`config.mk`:
```
export PLATFORM = sky130hd
export DESIGN_NAME = bipolar_resistance_averager
export DESIGN_NICKNAME = d
export VERILOG_FILES = /design/src/rtl/core/bra_pkg.sv /design/src/rtl/core/bra_divider.sv /design/src/rtl/core/bipolar_resistance_averager.sv
export SDC_FILE = /design/constraint.sdc
export NUM_CORES = 1
export LEC_CHECK = 0
export BUFFER_PORTS_ARGS = -buffer_cell sky130_fd_sc_hd__buf_2
export CAP_MARGIN = 0
export CORE_MARGIN = 5
export CORE_UTILIZATION = 57
export DETAILED_ROUTE_END_ITERATION = 7
export PLACE_DENSITY_LB_ADDON = 0.08
export SYNTH_ARGS = -nofsm -noshare
export SYNTH_HDL_FRONTEND = slang
export SYNTH_SLANG_ARGS = --single-unit
```
`constraint.sdc`:
```
create_clock -name clock -period 5.5 [get_ports clock]
set_input_delay 1.1 -clock clock [delete_from_list [all_inputs] [get_ports clock]]
set_output_delay 1.1 -clock clock [all_outputs]
set_load 0.02 [all_outputs]
```
`src/rtl/core/bra_pkg.sv`:
```
// ----------------------------------------------------------------------------
// bra_pkg
// shared constants and types for the bipolar resistance averager
// ----------------------------------------------------------------------------
package bra_pkg;

   localparam int READS     = 11;
   localparam int ADC_BITS  = 10;
   localparam int REF_W     = 13;
   localparam int OUT_W     = 24;
   localparam int SUM_W     = 28;
   localparam int DIV_W     = SUM_W;
   localparam int DVS_W     = ADC_BITS;
   localparam int COUNT_W   = (READS > 1) ? $clog2(READS) : 1;
   localparam int DCNT_W    = $clog2(DIV_W);

   localparam logic [REF_W-1:0]   REF_RESET  = REF_W'(4700);
   localparam logic [COUNT_W-1:0] COUNT_LAST = COUNT_W'(READS - 1);
   localparam logic [DVS_W-1:0]   READS_DVS  = DVS_W'(READS);

   typedef struct packed {
      logic             start;
      logic [DIV_W-1:0] dividend;
      logic [DVS_W-1:0] divisor;
   } div_req_type;

   typedef struct packed {
      logic             busy;
      logic             done;
      logic [DIV_W-1:0] quotient;
   } div_rsp_type;

endpackage

```
`src/rtl/core/bra_divider.sv`:
```
// ----------------------------------------------------------------------------
// bra_divider
// shared restoring divider, one quotient bit per cycle on unsigned magnitudes
// ----------------------------------------------------------------------------
module bra_divider (
   input  logic                 clock,
   input  logic                 reset,
   input  bra_pkg::div_req_type div_req,
   output bra_pkg::div_rsp_type div_rsp
);
   import bra_pkg::*;

   logic               busy_ff, busy_in;
   logic               done_ff, done_in;
   logic [DCNT_W-1:0]  cnt_ff, cnt_in;
   logic [DIV_W-1:0]   quot_ff, quot_in;
   logic [DVS_W-1:0]   rem_ff, rem_in;
   logic [DVS_W-1:0]   dvs_ff, dvs_in;
   logic [DVS_W:0]     rem_sh;
   logic [DVS_W:0]     rem_sub;
   logic               fits;

   assign rem_sh  = {rem_ff, quot_ff[DIV_W-1]};
   assign rem_sub = rem_sh - {1'b0, dvs_ff};
   assign fits    = (rem_sh >= {1'b0, dvs_ff});

   always_comb begin
      busy_in = busy_ff;
      done_in = 1'b0;
      cnt_in  = cnt_ff;
      quot_in = quot_ff;
      rem_in  = rem_ff;
      dvs_in  = dvs_ff;
      if (div_req.start) begin
         busy_in = 1'b1;
         cnt_in  = DCNT_W'(DIV_W - 1);
         quot_in = div_req.dividend;
         rem_in  = '0;
         dvs_in  = div_req.divisor;
      end else if (busy_ff) begin
         quot_in = {quot_ff[DIV_W-2:0], fits};
         rem_in  = fits ? rem_sub[DVS_W-1:0] : rem_sh[DVS_W-1:0];
         cnt_in  = cnt_ff - DCNT_W'(1);
         if (cnt_ff == '0) begin
            busy_in = 1'b0;
            done_in = 1'b1;
         end
      end
   end

   always_ff @(posedge clock) begin
      if (reset) begin
         busy_ff <= 1'b0;
         done_ff <= 1'b0;
      end else begin
         busy_ff <= busy_in;
         done_ff <= done_in;
      end
      cnt_ff  <= cnt_in;
      quot_ff <= quot_in;
      rem_ff  <= rem_in;
      dvs_ff  <= dvs_in;
   end

   assign div_rsp.busy     = busy_ff;
   assign div_rsp.done     = done_ff;
   assign div_rsp.quotient = quot_ff;

   a_no_start_busy: assert property (@(posedge clock) disable iff (reset)
      div_req.start |-> !busy_ff) else $error("divider started while busy");
   a_done_idle: assert property (@(posedge clock) disable iff (reset)
      done_ff |-> !busy_ff) else $error("divider done while still busy");
   a_busy_start: assert property (@(posedge clock) disable iff (reset)
      $rose(busy_ff) |-> $past(div_req.start)) else $error("divider busy without start");

endmodule

```
`src/rtl/core/bipolar_resistance_averager.sv`:
```
// ----------------------------------------------------------------------------
// bipolar_resistance_averager
// divider resistance per adc pair, averaged over two polarity groups
// ----------------------------------------------------------------------------
// usage:
//   req_ channel carries one adc pair (supply level, sensor level); a request
//   is taken when req_valid is high and req_stall is low. req_stall is high
//   while a request is being worked on.
//   each request passes a multiply step, a divider load step, the shared
//   restoring divider and a step to take the quotient; req_stall stays high
//   throughout, so a new request is taken only after the last one is done.
//   the last request of a group runs the divider a second time for the
//   group average; the one closing the reversed group adds a step to load
//   the result register.
//   after every 2*READS requests one result appears on the rsp_ channel
//   (bias, compensated, zero_fault) and is held while rsp_stall is high;
//   a new request is taken meanwhile, and the block waits only when it has
//   a next result ready and the previous one is still not taken.
//   csr_write_enable writes the series resistor value; the user writes it
//   only while idle, which the block does not enforce. synchronous reset
//   clears the group counters, sums, result valid; resistor set to 4700 ohms.
// ----------------------------------------------------------------------------
module bipolar_resistance_averager (
   input  logic                             clock,
   input  logic                             reset,
   input  logic                             req_valid,
   output logic                             req_stall,
   input  logic [bra_pkg::ADC_BITS-1:0]     req_supply_level,
   input  logic [bra_pkg::ADC_BITS-1:0]     req_sensor_level,
   output logic                             rsp_valid,
   input  logic                             rsp_stall,
   output logic signed [bra_pkg::OUT_W-1:0] rsp_bias,
   output logic signed [bra_pkg::OUT_W-1:0] rsp_compensated,
   output logic                             rsp_zero_fault,
   input  logic                             csr_write_enable,
   input  logic [bra_pkg::REF_W-1:0]        csr_write_data
);
   import bra_pkg::*;

   typedef enum logic [2:0] {
      S_IDLE, S_MUL, S_START_R, S_DIV_R, S_START_A, S_DIV_A, S_EMIT
   } state_type;

   state_type                 state_ff;
   logic [REF_W-1:0]          ref_ff;
   logic signed [ADC_BITS:0]  diff_ff;
   logic [ADC_BITS-1:0]       sensor_ff;
   logic signed [OUT_W-1:0]   num_ff;
   logic [COUNT_W-1:0]        count_ff;
   logic signed [SUM_W-1:0]   sum_ff;
   logic signed [OUT_W-1:0]   first_ff;
   logic signed [OUT_W-1:0]   avg_ff;
   logic                      second_ff;
   logic                      fault_ff;
   logic                      rsp_valid_ff;
   logic signed [OUT_W-1:0]   rsp_bias_ff;
   logic signed [OUT_W-1:0]   rsp_comp_ff;
   logic                      rsp_fault_ff;

   div_req_type               div_req;
   div_rsp_type               div_rsp;

   logic                      req_take;
   logic                      rsp_free;
   logic signed [OUT_W+1:0]   product;
   logic [OUT_W-1:0]          num_mag;
   logic [SUM_W-1:0]          sum_mag;
   logic signed [OUT_W-1:0]   quot_s;
   logic signed [SUM_W-1:0]   sum_in;
   logic signed [OUT_W-1:0]   avg_in;
   logic signed [OUT_W:0]     pair_sum;
   logic signed [OUT_W:0]     pair_adj;
   logic signed [OUT_W-1:0]   bias_in;
   logic signed [OUT_W-1:0]   comp_in;

   assign req_stall = (state_ff != S_IDLE);
   assign req_take  = req_valid && !req_stall;
   assign rsp_free  = !(rsp_valid_ff && rsp_stall);

   assign product = $signed({2'b00, ref_ff}) * diff_ff;
   assign num_mag = num_ff[OUT_W-1] ? OUT_W'(-num_ff) : OUT_W'(num_ff);
   assign sum_mag = sum_ff[SUM_W-1] ? SUM_W'(-sum_ff) : SUM_W'(sum_ff);

   always_comb begin
      div_req.start    = 1'b0;
      div_req.dividend = {{(DIV_W-OUT_W){1'b0}}, num_mag};
      div_req.divisor  = (sensor_ff == '0) ? DVS_W'(1) : sensor_ff;
      unique case (state_ff)
         S_START_R: div_req.start = 1'b1;
         S_START_A: begin
            div_req.start    = 1'b1;
            div_req.dividend = sum_mag;
            div_req.divisor  = READS_DVS;
         end
         default: ;
      endcase
   end

   // sign of quotient follows the dividend, truncating toward zero
   always_comb begin
      quot_s = OUT_W'(div_rsp.quotient);
      if (state_ff == S_DIV_R && num_ff[OUT_W-1]) begin
         quot_s = -OUT_W'(div_rsp.quotient);
      end else if (state_ff == S_DIV_A && sum_ff[SUM_W-1]) begin
         quot_s = -OUT_W'(div_rsp.quotient);
      end
   end

   assign sum_in   = sum_ff + SUM_W'(quot_s);
   assign avg_in   = quot_s;
   assign pair_sum = OUT_W'(0) + {first_ff[OUT_W-1], first_ff} + {avg_ff[OUT_W-1], avg_ff};
   assign pair_adj = pair_sum + (OUT_W+1)'(pair_sum[OUT_W]);
   assign comp_in  = OUT_W'(pair_adj >>> 1);
   assign bias_in  = first_ff - avg_ff;

   always_ff @(posedge clock) begin
      if (reset) begin
         state_ff     <= S_IDLE;
         ref_ff       <= REF_RESET;
         count_ff     <= '0;
         sum_ff       <= '0;
         first_ff     <= '0;
         second_ff    <= 1'b0;
         fault_ff     <= 1'b0;
         rsp_valid_ff <= 1'b0;
      end else begin
         if (csr_write_enable) begin
            ref_ff <= csr_write_data;
         end
         if (rsp_valid_ff && !rsp_stall && state_ff != S_EMIT) begin
            rsp_valid_ff <= 1'b0;
         end
         unique case (state_ff)
            S_IDLE: begin
               if (req_take) begin
                  diff_ff   <= $signed({1'b0, req_supply_level})
                             - $signed({1'b0, req_sensor_level});
                  sensor_ff <= req_sensor_level;
                  if (req_sensor_level == '0) begin
                     fault_ff <= 1'b1;
                  end
                  state_ff <= S_MUL;
               end
            end
            S_MUL: begin
               num_ff   <= OUT_W'(product);
               state_ff <= S_START_R;
            end
            S_START_R: state_ff <= S_DIV_R;
            S_DIV_R: begin
               if (div_rsp.done) begin
                  if (count_ff == COUNT_LAST) begin
                     sum_ff   <= sum_in;
                     state_ff <= S_START_A;
                  end else begin
                     sum_ff   <= sum_in;
                     count_ff <= count_ff + COUNT_W'(1);
                     state_ff <= S_IDLE;
                  end
               end
            end
            S_START_A: state_ff <= S_DIV_A;
            S_DIV_A: begin
               if (div_rsp.done) begin
                  count_ff <= '0;
                  sum_ff   <= '0;
                  if (second_ff) begin
                     avg_ff   <= avg_in;
                     state_ff <= S_EMIT;
                  end else begin
                     first_ff  <= avg_in;
                     second_ff <= 1'b1;
                     state_ff  <= S_IDLE;
                  end
               end
            end
            S_EMIT: begin
               if (rsp_free) begin
                  rsp_valid_ff <= 1'b1;
                  rsp_bias_ff  <= bias_in;
                  rsp_comp_ff  <= comp_in;
                  rsp_fault_ff <= fault_ff;
                  fault_ff     <= 1'b0;
                  second_ff    <= 1'b0;
                  first_ff     <= '0;
                  state_ff     <= S_IDLE;
               end
            end
            default: state_ff <= S_IDLE;
         endcase
      end
   end

   bra_divider u_divider (
      .clock   (clock),
      .reset   (reset),
      .div_req (div_req),
      .div_rsp (div_rsp)
   );

   assign rsp_valid       = rsp_valid_ff;
   assign rsp_bias        = rsp_bias_ff;
   assign rsp_compensated = rsp_comp_ff;
   assign rsp_zero_fault  = rsp_fault_ff;

   a_count_range: assert property (@(posedge clock) disable iff (reset)
      count_ff <= COUNT_LAST) else $error("pair count past group size");
   a_take_mul: assert property (@(posedge clock) disable iff (reset)
      req_take |=> state_ff == S_MUL) else $error("request not moved to multiply");
   a_emit_valid: assert property (@(posedge clock) disable iff (reset)
      (state_ff == S_EMIT && rsp_free) |=> rsp_valid_ff) else $error("result lost");
   a_div_wait: assert property (@(posedge clock) disable iff (reset)
      (state_ff == S_DIV_R || state_ff == S_DIV_A) |-> (div_rsp.busy || div_rsp.done))
      else $error("waiting on idle divider");

endmodule

```
-- Word-level counts from Yosys, hierarchy flattened
Cells that the tools add are included.
- latch bits: 0
- memories kept: 0
- bits of input ports: 38
- ROM bits: 0
- bits in writable memories: 0
- logic and storage cells: 124
- register bits after elaboration: 248
- shifts and indexed selects: 0
- muxes and demuxes: 41
- magnitude comparators: 1
- reductions and logical operators: 30
- equality and inequality tests: 15
- bitwise logic cells: 3
- multipliers: 1
- $add $sub $neg: 11
- div/mod/pow operators: 0
- operators by type and width (kind ; count):
    two-way mux 24 bit ; 6
    two-way mux 28 bit ; 5
    case mux 28 bit (2 select lines) ; 1
    negator 24 bit ; 2
    case mux 24 bit (2 select lines) ; 1
    two-way mux 38 bit ; 1
    adder 28 x 24 -> 28 bit ; 1
    negator 28 bit ; 1
    adder 24 x 24 -> 25 bit ; 1
    adder 25 x 1 -> 25 bit ; 1
    multiplier 14 x 11 -> 24 bit ; 1
    subtractor 24 bit ; 1
    case mux 3 bit (7 select lines) ; 1
    logical NOT 10 bit ; 2
    two-way mux 10 bit ; 2
    AND reduction 4 bit ; 5
    two-way mux 3 bit ; 6
    two-way mux 1 bit ; 12
    two-way mux 4 bit ; 3
    AND reduction 3 bit ; 4
    >= comparator 11 x 10 -> 1 bit ; 1
    subtractor 10 x 10 -> 11 bit ; 1
    inequality test 2 bit, second input constant ; 5
    subtractor 10 bit ; 1
    20 further kinds ; 37

-- Longest topological paths before layout
- depth in word-level cells: 7
- depth in mapped cells: 23
- depth with buffers taken out: 22

-- By module
A second synthesis with hierarchy kept.
- cell total of the unflattened synthesis: 2200
- area total of the unflattened synthesis: 20509.7 µm²
- by module, submodules not included (module ; seq. area each (µm²) ; instances ; cells an instance ; area each (µm²)):
    bipolar_resistance_averager ; 5044.8 ; 1 ; 1972 ; 17763.3
    bra_divider ; 1481.4 ; 1 ; 228 ; 2746.4

-- Worst setup path after synthesis
No wires, ideal clock.
- path type: reg2reg
- start: register diff_ff[10]
- end: register num_ff[22], data pin
- stages on the path, launching flop included: 19
- data required time: 5242 ps
- path slack: -16 ps
- arrival: 5258 ps
- period minus slack after synthesis: 5516 ps
- cells stage by stage: edfxtp_1 clkinv_1 nor2_1 fa_1 fa_1 fa_1 fa_1 inv_1 fa_1 inv_1 ha_1 a21o_1 a21o_1 or3_1 o221ai_1 o211ai_1 a31o_2 a21oi_1 xnor2_1
- cells in the longest elaborated chain, start to end: 1
- RTL lines (item ; line ; text):
    start, declared ; bipolar_resistance_averager.sv:46 ; logic signed [ADC_BITS:0] diff_ff;
    start signal, assigned ; bipolar_resistance_averager.sv:136 ; diff_ff <= $signed({1'b0, req_supply_level})
    multiplier 14 x 11 -> 24 bit ; bipolar_resistance_averager.sv:80 ; assign product = $signed({2'b00, ref_ff}) * diff_ff;
    via product[22] ; bipolar_resistance_averager.sv:65 ; logic signed [OUT_W+1:0] product;
    end signal, assigned ; bipolar_resistance_averager.sv:146 ; num_ff <= OUT_W'(product);
    end, declared ; bipolar_resistance_averager.sv:48 ; logic signed [OUT_W-1:0] num_ff;
The timed path passes the listed nets, and every way through them passes these cells.
A chain may end at the register's enable or synchronous reset.

-- Final worst setup path
- start: register diff_ff[3]
- end: register num_ff[22], data pin
Same word-level chain as after synthesis.

==> out/metrics.yaml <==
wl_per_cell_um: 16.7
synth-seq-cells: 248
ant_nets: 0
utilization: 0.649
worstPathRequired_ns: 5.82
path_buf_inv: 4
synth_seq_area_share: 0.328
yosysWarnings: 0
yosys_most_used_dff: "edfxtp_1"
grt_max_degree: 49
synth_cell_types: 77
synth_area_um2: 19900
htreeDepth: 1
synthCells: 2137
crit_family: "adder cells"
path_class: "flip-flop to flip-flop"
worstPathArrival_ns: 5.64
period_share: 0.969
worstPathMaxFanout: 6
timing.fmax_ghz: 0.188
grt_pass1_wl_um: 75900
syn-num-nets: 2451
antenna_found_initial: 1
numCtsBuffers: 30
drtIter0Drc: 761
clock_path_buffers: 3
cts_tree: "done"
report.final.setup_viol: 0
power_density_nw_per_um2: 378
crit_slowest_cell: "fa_1"
crit_top_cell: "fa_1"
drc: 0
ios: 89
port_buffers: 88
crit_chain: "buf_4, nand2_1, fa_1, fa_2, fa_1, inv_1, fa_1, inv_1, fa_1, inv_1, ha_1, a21o_1, a21o_1, or3_4, o221ai_2, o211ai_1, a31o_2, a21oi_2, xnor2_1"
root_buffer: "clkbuf_16"
clock-sinks: 248
hold_viol_final: 0
antenna_cells: 0
end_kind: "flip-flop"
clock_latency_ns: 0.57
min_path_type: "flip-flop to flip-flop"
vias_per_cell: 5.57
drive_gt1_frac: 0.111
gp_congestion: 0.937
first_pass_iters: 5
ir_drop_mv: 0.340
grt_pass1_vias: 15282
slew_headroom: 0.179
drv_slew: 0
drt-total-wl_um: 45400
die_area_um2: 38700
die_y_um: 197
async_flop_share: 0
critPathLaunchType: "flip-flop"
rows: 68
finClkSkew_ns: 0.0114
die_w_um: 197
hpwl_um: 35800
vias: 15147
core_area_um2: 34500
syn_area_per_cell_um2: 9.30
area_delta_synth_final_pct: 12.5
path_clk_slew_ns: 0.06
grt_remaining_overflow: 0
leakagePower_nw: 9.71
nNetsFinal: 2556
hold_ws_ns: 0.434
synth-edff-count: 156
worst_pin_slew_ns: 1.23
status: "finished clean"
cap_violations: 0
initial_utilization: 0.577
grt_usage: 0.235
post-route-min-period_ns: 5.33
max_stage_delay_ns: 0.53
## registers in the layout, indices dropped and copies added, names as in the netlist, 11 cells and up
register and count:
avg_ff 24, diff_ff 11, first_ff 24, num_ff 24
ref_ff 13, rsp_bias 24, rsp_compensated 24, sum_ff 28
u_divider.quot_ff 28
## path summary, 6_finish.rpt
check / from / to / slack [ns] / cells after the start
hold reg to reg: fault_ff$_SDFFE_PP0P_ / rsp_zero_fault$_DFFE_PP_ / 0.43 / 0
hold / removal: fault_ff$_SDFFE_PP0P_ / rsp_zero_fault$_DFFE_PP_ / 0.43 / 0
setup reg to reg: diff_ff[3]$_DFFE_PP_ / num_ff[22]$_DFFE_PP_ / 0.17 / 19
setup / recovery: diff_ff[3]$_DFFE_PP_ / num_ff[22]$_DFFE_PP_ / 0.17 / 19
## synthesized netlist by cell type (12+ instances only)
cell / number / share of area
a21oi_1: 89 / 0.022
dfxtp_1: 92 / 0.093
or3_1: 22 / 0.0069
o21ai_0: 107 / 0.027
nand2b_1: 38 / 0.012
edfxtp_1: 156 / 0.24
and3_1: 12 / 0.0038
clkbuf_1: 71 / 0.013
nor2_1: 174 / 0.033
inv_1: 237 / 0.045
nand2_1: 193 / 0.036
nor3_1: 26 / 0.0065
a21o_1: 21 / 0.0079
a21boi_0: 13 / 0.0049
a31oi_1: 17 / 0.0053
xor2_1: 84 / 0.037
ha_1: 172 / 0.11
xnor2_1: 108 / 0.048
mux2i_1: 19 / 0.0096
o211ai_1: 20 / 0.0076
fa_1: 104 / 0.10
nand3_1: 25 / 0.0063
or4_1: 13 / 0.0049
o31ai_1: 18 / 0.0068
and2_1: 81 / 0.025
nor2b_1: 33 / 0.010
a22oi_1: 40 / 0.015
## layout make-up
class                      count  area, µm²
multi-input combinational   1571      12300
fill                        2865      12100
sequential                   248       6530
timing repair buffer         153        952
inverter                     238        895
clock buffer                  40        860
tap                          455        569
clock inverter                16        313
## report_power, final
group / switching (mW) / total [mW] / internal (mW)
sequential: 0.179 / 2.50 / 2.32
combinational: 1.98 / 3.64 / 1.67
clock: 0.810 / 2.32 / 1.51
## metal layers
metal	vias up	part of all wire	GRT usage
met3	98	0.041	0.0287
met1	7177	0.41	0.287
met5	-	0	0
met4	0	0.044	0.0896
li1	7532	-	-
met2	340	0.50	0.426
## cells by family (layout without fill, tap and decap cells)
group,after synthesis,after routing,share of synthesized area
buffers and inverters,318,447,0.0607
muxes,21,21,0.0107
adders and majority gates,276,276,0.213
and+or+nand+nor,661,661,0.164
xor gates and xnor gates,192,192,0.0846
DFF,248,248,0.328
AOI/OAI and AO/OA,421,421,0.139
## what timing repair did
action	in CTS	in global routing
resized for setup	3	22
hold buffers	0	0
pin swaps	0	22
setup endpoints to repair	1	5
buffers inserted	0	10
## stage by stage
| stage | setup TNS [ns] | cells | setup WS [ns] | power [mW] | instance area [µm²] |
|---|---|---|---|---|---|
| after CTS | 0 | 2711 | 0.0432 | 8.27 | 22200 |
| after floorplan | 0 | 2137 | 0.0428 | 5.05 | 19900 |
| final | 0 | 2721 | 0.173 | 8.46 | 22400 |
| after detailed placement | -0.0259 | 2655 | -0.0259 | 5.87 | 21000 |
| after global placement | 0 | 2655 | 0.0432 | 5.78 | 21000 |
| after global routing | -0.00678 | 2721 | -0.00678 | 9.12 | 22400 |
## layout by cell type, fill, tap and decap left out, types with 7 or more instances in the layout
master,instances
a21boi_0,12
a21o_1,21
o211ai_1,20
o41ai_1,7
and2_1,80
o31ai_1,18
mux2i_1,19
clkbuf_16,31
nor3_1,25
nand3_1,24
xnor2_1,108
o21ai_0,104
nand2_1,192
nand2b_1,38
and3_1,12
nor2_1,171
bufinv_16,9
ha_1,171
dfxtp_1,90
a21oi_1,86
nor4_1,10
o21a_1,10
or3_1,21
edfxtp_1,156
a22oi_1,40
nor2b_1,33
buf_4,61
or4_1,13
a211oi_1,9
a211o_1,10
a31oi_1,16
inv_1,237
o21bai_1,11
xor2_1,84
fa_1,101
buf_2,88
Note: power is estimated with default switching activity, not from simulation.
